===== config.mk =====
export PLATFORM = sky130hd
export DESIGN_NAME = byte_stream_word_line_counter_unit
export DESIGN_NICKNAME = d
export VERILOG_FILES = /design/src/hdl/bswlc_pkg.sv /design/src/hdl/byte_stream_word_line_counter_unit.sv
export SDC_FILE = /design/constraint.sdc
export NUM_CORES = 1
export LEC_CHECK = 0
export ABC_AREA = 1
export BUFFER_PORTS_ARGS = -buffer_cell sky130_fd_sc_hd__buf_2
export CAP_MARGIN = 25
export CORE_ASPECT_RATIO = 1.5
export CORE_MARGIN = 2
export CORE_UTILIZATION = 60
export DETAILED_ROUTE_END_ITERATION = 7
export HOLD_SLACK_MARGIN = 0.05
export PLACE_DENSITY_LB_ADDON = 0.08
export SLEW_MARGIN = 30
export SYNTH_ARGS = -nofsm -noshare
export SYNTH_HDL_FRONTEND = slang
export SYNTH_SLANG_ARGS = --single-unit

===== constraint.sdc =====
create_clock -name i_clk -period 5 [get_ports i_clk]
set_input_delay 0 -clock i_clk [delete_from_list [all_inputs] [get_ports i_clk]]
set_output_delay 0 -clock i_clk [all_outputs]
set_load 0.02 [all_outputs]

===== src/hdl/bswlc_pkg.sv =====
// Package for the byte stream word and line counter: default widths,
// operation and register codes, and the byte classification function.
// Depends on nothing; imported by byte_stream_word_line_counter_unit.
package bswlc_pkg;

    localparam int COUNT_WIDTH_DEF       = 32;
    localparam int LINE_LENGTH_WIDTH_DEF = 8;
    localparam int BYTE_WIDTH            = 8;
    localparam int OP_WIDTH              = 2;
    localparam int CFG_INDEX_WIDTH       = 1;

    localparam logic [BYTE_WIDTH-1:0] LINE_END_RESET = 8'd13;
    localparam logic [BYTE_WIDTH-1:0] SKIP_RESET     = 8'd10;

    typedef enum logic [OP_WIDTH-1:0] {
        OP_DATA  = 2'd0,
        OP_EOF   = 2'd1,
        OP_TOTAL = 2'd2
    } t_op;

    typedef enum logic [CFG_INDEX_WIDTH-1:0] {
        REG_LINE_END = 1'd0,
        REG_SKIP     = 1'd1
    } t_reg;

    // Whitespace as the C library sees it: tab, newline, vertical tab,
    // form feed, carriage return and space.
    function automatic logic is_space(input logic [BYTE_WIDTH-1:0] b);
        return ((b >= 8'd9) && (b <= 8'd13)) || (b == 8'd32);
    endfunction

endpackage


===== src/hdl/byte_stream_word_line_counter_unit.sv =====
// Top level of the byte stream word and line counter.
// Depends on bswlc_pkg for widths, operation codes and the space test.
//
// The block counts bytes, words and lines of a file that arrives one byte
// per beat, and keeps the longest terminated line. Each slave beat carries
// an operation in tuser: a data byte, an end of file, or a totals request.
// A data byte yields no output beat; an end of file yields one beat with
// the file counts (tuser is 0), folds them into the running totals and
// clears the file state; a totals request yields one beat with the totals
// (tuser is 1). Unused operation code 3 is dropped. Throughput is one beat
// per clock unless the slave side stalls: a beat is taken into an input
// register, and from there one pass of increment, add and compare logic
// updates the counters and, for a report, loads the output register. The
// slave side stalls only when a report sits in the input register while
// the output register holds an untaken beat. Configuration registers (line
// end byte, skip byte) may be written at any time the stream is idle; the
// write port is always ready.
module byte_stream_word_line_counter_unit #(
    parameter int COUNT_WIDTH       = bswlc_pkg::COUNT_WIDTH_DEF,
    parameter int LINE_LENGTH_WIDTH = bswlc_pkg::LINE_LENGTH_WIDTH_DEF
) (
    input  logic                                    i_clk,
    input  logic                                    i_rst_n,
    // Configuration write channel.
    input  logic                                    i_cfg_valid,
    output logic                                    o_cfg_ready,
    input  logic [bswlc_pkg::CFG_INDEX_WIDTH-1:0]   i_cfg_index,
    input  logic [bswlc_pkg::BYTE_WIDTH-1:0]        i_cfg_data,
    // Slave stream.
    input  logic                                    s_axis_tvalid,
    output logic                                    s_axis_tready,
    // tdata: data_byte [7:0]
    input  logic [bswlc_pkg::BYTE_WIDTH-1:0]        s_axis_tdata,
    // tuser: operation [1:0]
    input  logic [bswlc_pkg::OP_WIDTH-1:0]          s_axis_tuser,
    // Master stream.
    output logic                                    m_axis_tvalid,
    input  logic                                    m_axis_tready,
    // tdata from bit 0 up: line_count, word_count, byte_count, longest_line,
    // then zero fill to a whole byte.
    output logic [8*((3*COUNT_WIDTH+LINE_LENGTH_WIDTH+7)/8)-1:0] m_axis_tdata,
    // tuser: is_total [0]
    output logic                                    m_axis_tuser
);
    import bswlc_pkg::*;

    localparam int CW       = COUNT_WIDTH;
    localparam int LW       = LINE_LENGTH_WIDTH;
    localparam int OUT_BITS = 3*CW + LW;
    localparam int OUT_W    = 8*((OUT_BITS+7)/8);

    // Configuration registers.
    logic [BYTE_WIDTH-1:0] r_line_end;
    logic [BYTE_WIDTH-1:0] r_skip;

    // Input register.
    logic                  r_in_valid;
    t_op                   r_in_op;
    logic [BYTE_WIDTH-1:0] r_in_byte;

    // Counter state.
    logic [CW-1:0] r_file_lines, r_file_words, r_file_bytes;
    logic [LW-1:0] r_file_longest, r_cur_len;
    logic          r_after_space;
    logic [CW-1:0] r_tot_lines, r_tot_words, r_tot_bytes;
    logic [LW-1:0] r_tot_longest;

    // Output register.
    logic             r_out_valid;
    logic [OUT_W-1:0] r_out_data;
    logic             r_out_total;

    logic             in_report;
    logic             out_free;
    logic             advance;
    logic             sp;
    logic             is_line_end;
    logic [OUT_W-1:0] n_out_data;

    assign o_cfg_ready   = 1'b1;
    assign m_axis_tvalid = r_out_valid;
    assign m_axis_tdata  = r_out_data;
    assign m_axis_tuser  = r_out_total;

    // The input register moves on unless it holds a report that cannot yet
    // enter a busy output register.
    assign in_report     = (r_in_op == OP_EOF) || (r_in_op == OP_TOTAL);
    assign out_free      = !r_out_valid || m_axis_tready;
    assign advance       = r_in_valid && (!in_report || out_free);
    assign s_axis_tready = !r_in_valid || advance;

    assign sp          = is_space(r_in_byte);
    assign is_line_end = (r_in_byte == r_line_end);

    always_comb begin
        n_out_data = '0;
        if (r_in_op == OP_TOTAL) begin
            n_out_data[OUT_BITS-1:0] = {r_tot_longest, r_tot_bytes, r_tot_words, r_tot_lines};
        end else begin
            n_out_data[OUT_BITS-1:0] = {r_file_longest, r_file_bytes, r_file_words,
                                        r_file_lines};
        end
    end

    always_ff @(posedge i_clk) begin
        if (!i_rst_n) begin
            r_line_end <= LINE_END_RESET;
            r_skip     <= SKIP_RESET;
        end else if (i_cfg_valid && o_cfg_ready) begin
            unique case (t_reg'(i_cfg_index))
                REG_LINE_END: r_line_end <= i_cfg_data;
                REG_SKIP:     r_skip     <= i_cfg_data;
                default:      ;
            endcase
        end
    end

    always_ff @(posedge i_clk) begin
        if (!i_rst_n) begin
            r_in_valid <= 1'b0;
        end else if (s_axis_tready) begin
            r_in_valid <= s_axis_tvalid;
        end
    end

    always_ff @(posedge i_clk) begin
        if (s_axis_tready && s_axis_tvalid) begin
            r_in_op   <= t_op'(s_axis_tuser);
            r_in_byte <= s_axis_tdata;
        end
    end

    always_ff @(posedge i_clk) begin
        if (!i_rst_n) begin
            r_out_valid <= 1'b0;
        end else if (advance && in_report) begin
            r_out_valid <= 1'b1;
        end else if (m_axis_tready) begin
            r_out_valid <= 1'b0;
        end
    end

    always_ff @(posedge i_clk) begin
        if (advance && in_report) begin
            r_out_data  <= n_out_data;
            r_out_total <= (r_in_op == OP_TOTAL);
        end
    end

    always_ff @(posedge i_clk) begin
        if (!i_rst_n) begin
            r_file_lines   <= '0;
            r_file_words   <= '0;
            r_file_bytes   <= '0;
            r_file_longest <= '0;
            r_cur_len      <= '0;
            r_after_space  <= 1'b1;
            r_tot_lines    <= '0;
            r_tot_words    <= '0;
            r_tot_bytes    <= '0;
            r_tot_longest  <= '0;
        end else if (advance) begin
            unique case (r_in_op)
                OP_DATA: begin
                    r_file_bytes  <= r_file_bytes + CW'(1);
                    if (r_after_space && !sp) begin
                        r_file_words <= r_file_words + CW'(1);
                    end
                    r_after_space <= sp;
                    // A line end wins over the skip byte when both match.
                    if (is_line_end) begin
                        r_file_lines <= r_file_lines + CW'(1);
                        if (r_cur_len > r_file_longest) begin
                            r_file_longest <= r_cur_len;
                        end
                        r_cur_len <= '0;
                    end else if ((r_cur_len != '0) || (r_in_byte != r_skip)) begin
                        r_cur_len <= r_cur_len + LW'(1);
                    end
                end
                OP_EOF: begin
                    r_tot_lines <= r_tot_lines + r_file_lines;
                    r_tot_words <= r_tot_words + r_file_words;
                    r_tot_bytes <= r_tot_bytes + r_file_bytes;
                    if (r_file_longest > r_tot_longest) begin
                        r_tot_longest <= r_file_longest;
                    end
                    r_file_lines   <= '0;
                    r_file_words   <= '0;
                    r_file_bytes   <= '0;
                    r_file_longest <= '0;
                    r_cur_len      <= '0;
                    r_after_space  <= 1'b1;
                end
                default: ;
            endcase
        end
    end

    // An end of file leaves the file state cleared.
    a_eof_clears: assert property (@(posedge i_clk) disable iff (!i_rst_n)
        (advance && r_in_op == OP_EOF) |=>
            (r_file_bytes == '0 && r_file_lines == '0 && r_after_space))
        else $error("file state not cleared after end of file");

    // A result appears only from a report leaving the input register.
    a_out_source: assert property (@(posedge i_clk) disable iff (!i_rst_n)
        $rose(r_out_valid) |-> $past(advance && in_report))
        else $error("output beat without a report");

    // A line end byte always restarts the line length.
    a_line_end_len: assert property (@(posedge i_clk) disable iff (!i_rst_n)
        (advance && r_in_op == OP_DATA && is_line_end) |=> (r_cur_len == '0))
        else $error("line length not cleared at line end");

    // A blocked report must hold off the slave side.
    a_block: assert property (@(posedge i_clk) disable iff (!i_rst_n)
        (r_in_valid && in_report && r_out_valid && !m_axis_tready) |-> !s_axis_tready)
        else $error("slave side ready while a report is blocked");

endmodule

== Word-level counts from Yosys, hierarchy flattened ==
Cells that the tools add are included.
Cells by class
  bitwise gates (word level): 1
  add/subtract/negate cells: 7
  reductions and logical operators: 28
  equality and inequality tests: 9
  $lt $le $gt $ge: 4
  multiplexer cells: 15
Operators with widths (count)
  $pmux W32 S2: 3
  $mux W104: 1
  $add A32 B1 Y32 const B: 3
  $add A32 B32 Y32: 3
  $mux W32: 2
  $mux W8: 4
  $pmux W8 S2: 2
  $gt A8 B8 Y1: 2
  $reduce_and A3 Y1: 4
  $add A8 B1 Y8 const B: 1
  $eq A8 B6 Y1 const B: 1
  $eq A8 B8 Y1: 1
  $ge A8 B4 Y1 const B: 1
  $le A8 B4 Y1 const B: 1
  $ne A8 B8 Y1: 1
  $reduce_and A2 Y1: 4
  $reduce_bool A8 Y1: 1
  $logic_or A1 B1 Y1: 6
  $ne A2 B2 Y1 const B: 3
  $logic_and A1 B1 Y1: 5
  $logic_not A1 Y1: 4
  $reduce_and A4 Y1: 1
  $reduce_bool A2 Y1: 2
  $ne A3 B3 Y1 const B: 1
  other kinds (6): 7
Word-level totals
  bits in registers: 350
  input bits: 24
  word-level logic and storage cells: 82

== Depth between registers and ports, before layout ==
  depth in word-level cells: 7
  mapped depth: 14
  gate-level depth less buffers: 14

== Worst setup path after synthesis ==
No wires, ideal clock.
  path kind: register -> register
  start: register r_in_op[0]
  end: register r_out_data[0], in the netlist m_axis_tdata[0] (enable)
  cell stages (with the launch flop): 8
  library setup time: 0.459 ns
  arrival: 3.071 ns
  setup slack: 1.470 ns
  cell sequence: edfxtp_1 -> inv_1 -> ha_1 -> nand3_1 -> nand2_1 -> inv_2 -> nand2_1 -> inv_1
Between the ends
  longest elaborated chain between the ends: 6
Ends and longest elaborated chain
  start: declaration: line byte_stream_word_line_counter_unit.sv:58  | t_op r_in_op;
  start signal: assignment: line byte_stream_word_line_counter_unit.sv:128  | r_in_op <= t_op'(s_axis_tuser);
  $eq A2 B1 Y1 or $eq A2 B2 Y1 (tied branches): line byte_stream_word_line_counter_unit.sv:87  | assign in_report = (r_in_op == OP_EOF) || (r_in_op == OP_TOTAL);
  $logic_or A1 B1 Y1 *: line byte_stream_word_line_counter_unit.sv:87
  $logic_not A1 Y1: line byte_stream_word_line_counter_unit.sv:89  | assign advance = r_in_valid && (!in_report || out_free);
  $logic_or A1 B1 Y1: line byte_stream_word_line_counter_unit.sv:89
  $logic_and A1 B1 Y1: line byte_stream_word_line_counter_unit.sv:89
  $logic_and A1 B1 Y1 *: line byte_stream_word_line_counter_unit.sv:144  | if (advance && in_report) begin
  end signal: assignment: line byte_stream_word_line_counter_unit.sv:145  | r_out_data <= n_out_data;
  end: declaration: line byte_stream_word_line_counter_unit.sv:70  | logic [OUT_W-1:0] r_out_data;
Mark *: on every way between the ends. The rest lies on a longest branch, timed or not.
A chain may end at the register's enable or synchronous reset.

== Worst setup path after layout ==
  start: register r_in_op[0]
  end: register r_file_words[21]
Between the ends
  longest elaborated chain between the ends: 6
Ends and longest elaborated chain
  $eq A2 B1 Y1 or $eq A2 B2 Y1 (tied branches): line byte_stream_word_line_counter_unit.sv:87, byte_stream_word_line_counter_unit.sv:163
  $logic_or A1 B1 Y1: line byte_stream_word_line_counter_unit.sv:87
  $logic_not A1 Y1: line byte_stream_word_line_counter_unit.sv:89
  $logic_or A1 B1 Y1: line byte_stream_word_line_counter_unit.sv:89
  $logic_and A1 B1 Y1: line byte_stream_word_line_counter_unit.sv:89
  $reduce_and A3 Y1 (no line)
  end signal: assignment: line byte_stream_word_line_counter_unit.sv:167  | r_file_words <= r_file_words + CW'(1);
  end: declaration: line byte_stream_word_line_counter_unit.sv:62  | logic [CW-1:0] r_file_lines, r_file_words, r_file_bytes;
Parallel ways exist; a longest one is shown, timed or not.

==> results.md <==
Cells and area:
- The number of antenna repair diodes is 0.
- The register area is between 0.008 and 0.009 sq mm.
- The number of cells in the finished layout apart from fillers is 4368.
- In the final layout, the share of cells above drive strength 1 is 0.0600.
- The area added between synthesis and finish is 10.8%.
- The final net count is 3983.
- After filler insertion, the fill cell instance count of the layout stands at 3699.
- At the end of the flow the core is filled with cells to 0.670.
- The area occupied by multi-input gates is 0.0128 sq mm.

Synthesis:
- Of the post-synthesis cell area, the dominant cell type holds 0.198.
- Of the post-synthesis cell area, the part taken by muxes is 0.000950.
- Ranked by total cell area, the synthesized netlist is headed by sky130_fd_sc_hd__dfxtp_1, sky130_fd_sc_hd__nand2_1, sky130_fd_sc_hd__edfxtp_1, sky130_fd_sc_hd__inv_1, sky130_fd_sc_hd__nor2_1.
- The number of different library cells in the post-synthesis netlist is 43.
- Of the total synthesized cell area, the portion taken by XOR and XNOR cells is 0.0288.
- In this run, synthesis produced a sequential element count of 350.
- By area, the combinational part of the netlist is dominated by simple AND/OR/NAND/NOR gates.
- sky130_fd_sc_hd__nand2_1 is the most common cell in the netlist.
- Yosys printed 0 warnings.
- In the synthesized netlist, the number of instances is 3723.
- The dominant cell type by area after synthesis is sky130_fd_sc_hd__dfxtp_1.
- Synthesis produced a netlist with a net count of 3867.
- The per-instance average area after synthesis is 6.37 sq um.
- The area fraction in and, or, nand and nor cells after synthesis is 0.336.
- The commonest cells after synthesis are sky130_fd_sc_hd__nand2_1, sky130_fd_sc_hd__inv_1, sky130_fd_sc_hd__nor2_1.
- Among all flip-flop cells after synthesis, the most frequent one is sky130_fd_sc_hd__dfxtp_1.
- The post-synthesis instance area is 0.0237 sq mm.
- The number of flops mapped to enable cells by yosys is 115.
- For this run, the register share of the synthesized area comes to 0.344.
- Of the total synthesized cell area, the portion taken by full adders, half adders and majority gates is 0.0643.
- The area fraction in compound gates after synthesis is 0.110.
- The fraction of registers with async set/reset is 0.

GRT:
- The via count of the first global-routing pass is 22900.
- Entering global routing, the biggest net connects 99 pins.
- The number of antenna violations at the first check in global routing was 0.
- The first global-routing pass estimated 114 mm of wire.
- The global-route usage over all layers is 0.344.
- Global routing finished with a remaining overflow of 0.

Timing:
- The post-layout minimum cycle time is 3250 ps.
- The max-slew violation count was 0.
- Once routing completed, OpenROAD measured the worst setup slack at 1750 ps.
- The clock tree skew after final layout is around 15 ps.
- The share of the clock period used by the worst path after layout is 0.649.
- Setup violations remaining at the end of the flow were counted as 0.
- The highest attainable clock frequency is around 300 MHz.
- For the final routed database, the setup TNS stands at 0 ps.
- The final hold violation count is 0.
- Setup repair after global routing left no endpoint under its margin.
- Headroom to the max-slew limit came out at 0.413.
- At the pin with the least slew margin, the transition time is 881 ps.

Detailed routing:
- The remaining design rule violation count is 0.
- In this run the remaining antenna-violating nets after routing total 0.
- The total iterations of the first detailed-routing run is 6.
- The iteration-0 DRC count of the detailed router is roughly 1900.
- In the final routed layout, each cell accounts on average for about 17 um.
- After detailed routing, the total wire length is 72.7 mm.
- The vias per cell is 5.46.
- The final route contains 23800 vias.

Critical path:
- Data arrives at the worst endpoint at ~3700 ps.
- In this design, the critical path's most frequently occurring cell is sky130_fd_sc_hd__nor2_1.
- The critical path launch point is r_in_op[0].
- The delay of the slowest cell on the worst path is 520 ps.
- Walking the worst path, the cells encountered are inv_1 > ha_1 > nand3_1 > nand2_1 > inv_2 > nand2_2 > inv_2 > nand2_2 > inv_4 > nor2_1 > nor2_1 > nor2_1.
- Of all nets on the critical path, the largest fanout is 35.
- The launch instance of the worst register-to-register path is r_in_op[0].
- The worst setup path is launched from a flop.
- The internal reg-to-reg setup slack is 1750 ps.
- Among all stages on the critical path, the largest delay is contributed by sky130_fd_sc_hd__nand2_2.
- The count of buffering cells on the critical path with inverters included is 4.
- The type of the worst setup path is flop to flop.
- Counting buffers and inverters, the worst setup path is 12 cells deep.
- The critical path capture point type is a flop.
- The cell family with the largest share of critical-path delay is simple AND/OR/NAND/NOR gates.
- The worst register-to-register path has a depth of 12.
- The worst register-to-register path ends at r_file_words[21].
- Data on the critical path is required at its endpoint by 5410 ps.
- The endpoint of the most critical setup path is r_file_words[21].

Die:
- The floorplan die area is 0.0412 sq mm.
- The floorplan step defined a core boundary enclosing about 0.039 sq mm.
- The floorplan step set the die height to 247 um.
- After floorplanning, the core was divided into slightly below 90 placement rows.
- The chip width is 166 um.
- 132 I/O pins were placed.
- The effective utilization at floorplan is 0.605.

Clock tree:
- The tree is rooted in a sky130_fd_sc_hd__clkbuf_16.
- The clock tree synthesis step divided the H-tree into 2 levels.
- The TritonCTS clock tree is yes.
- Once the clock tree was built, the resizer swapped 0 gates to a different size.
- The clock drives 350 sinks.
- Counting along the longest clock path gives a buffer depth of 3.
- The clock buffer count from CTS is 37.
- Clock-pin slew was measured on the worst setup and hold paths at 70 ps.
- The worst-skew pair later-pin latency is approximately 550 ps.

Placed design:
- The number of placed instances, taps included, is 4266.
- Detailed placement finished with a half-perimeter wire length of 53.9 mm.
- The final estimated routing congestion in global placement is 0.962.
- The worst-case setup slack after placement is approximately 1900 ps.
- The port buffer count is 130.

Power and ir drop:
- The analysis attributes to cell leakage a power of between 0.01 and 0.015 uW.
- For this design the ratio of total power to cell area is 245 mW/mm^2.
- The worst IR drop on VDD is ~370 uV.

Outcome:
- The run finished with clean final reports.

Flow run:
- The number of max-capacitance violations reported is 0.

Worst hold path:
- The type of the most critical hold path is input port to flop.
[stage by stage]
| stage | hold slack [ps] | cell area, sq um | total power (uW) |
|---|---|---|---|
| after floorplan | 98.9 | 23700 | 3440 |
| after global placement | 177 | 24700 | 3570 |
| after detailed placement | 179 | 24700 | 3580 |
| after CTS | 151 | 26300 | 6450 |
| after global routing | 170 | 26300 | 6600 |
| final | 161 | 26300 | 6430 |
[repair_timing]
action,in CTS,in global routing
hold endpoints to repair,32,0
endpoints found under the setup margin,0,0
buffers inserted,0,0
hold buffers,34,0
[cells by family after synthesis]
kind of cell / Yosys count
compound gates: 473
xor+xnor: 78
fa+ha+maj: 120
buf+inv: 719
flops: 350
mux: 2
other cells: 1
simple gates: 1980
[report_power, final]
| group | total [uW] | internal (uW) | switching, uW | leakage [uW] |
|---|---|---|---|---|
| registers | 3060 | 3010 | 53.8 | 0.00303 |
| clock network | 2880 | 1640 | 1230 | 0.000602 |
| logic | 492 | 157 | 334 | 0.00896 |
[layout make-up]
type | count | area share
multi-input combinational | 2654 | 0.487
clock buffer | 51 | 0.0400
clock inverter | 17 | 0.00700
inverter | 620 | 0.0890
tap | 500 | 0.0238
sequential | 350 | 0.311
timing repair buffer | 176 | 0.0422
[registers in the layout, summed over array words and instances, names as in the netlist]
name and flops:
m_axis_tdata 104, m_axis_tuser 1, m_axis_tvalid 1, r_after_space 1, r_cur_len 8, r_file_bytes 32, r_file_lines 32, r_file_longest 8
r_file_words 32, r_in_byte 8, r_in_op 2, r_in_valid 1, r_line_end 8, r_skip 8, r_tot_bytes 32, r_tot_lines 32
r_tot_longest 8, r_tot_words 32
[how the worst min path moves through the flow]
stage	startpoint	endpoint	slack, ps	cells after the start
floorplan	s_axis_tdata[0]	r_in_byte[0]	100	0
global placement	s_axis_tdata[0]	r_in_byte[0]	180	1
detailed placement	s_axis_tdata[4]	r_in_byte[4]	180	1
CTS	s_axis_tdata[4]	r_in_byte[4]	150	2
global route	s_axis_tdata[0]	r_in_byte[0]	170	2
finish	s_axis_tdata[1]	r_in_byte[1]	160	2
[routing by layer]
metal | routed length [um] | GRT usage
met3 | 3730 | 0.0351
met4 | 4580 | 0.203
met2 | 37100 | 0.647
met1 | 27300 | 0.375
met5 | 0 | 0
[placed cells by master (no fill, tap or decap), types with 27 or more instances in the layout]
master | netlist | layout
sky130_fd_sc_hd__a21oi_1 | 186 | 186
sky130_fd_sc_hd__edfxtp_1 | 115 | 115
sky130_fd_sc_hd__nand2_1 | 1235 | 1235
sky130_fd_sc_hd__ha_1 | 117 | 116
sky130_fd_sc_hd__nor3_1 | 44 | 44
sky130_fd_sc_hd__o21a_1 | 45 | 45
sky130_fd_sc_hd__inv_1 | 614 | 612
sky130_fd_sc_hd__clkbuf_16 | 0 | 39
sky130_fd_sc_hd__o21bai_1 | 27 | 27
sky130_fd_sc_hd__nor2_1 | 415 | 415
sky130_fd_sc_hd__o21ai_0 | 196 | 196
sky130_fd_sc_hd__nand3_1 | 231 | 231
sky130_fd_sc_hd__buf_2 | 21 | 129
sky130_fd_sc_hd__dlygate4sd3_1 | 0 | 34
sky130_fd_sc_hd__xor2_1 | 59 | 59
sky130_fd_sc_hd__dfxtp_1 | 235 | 235
(Power assumes the default switching activity.)
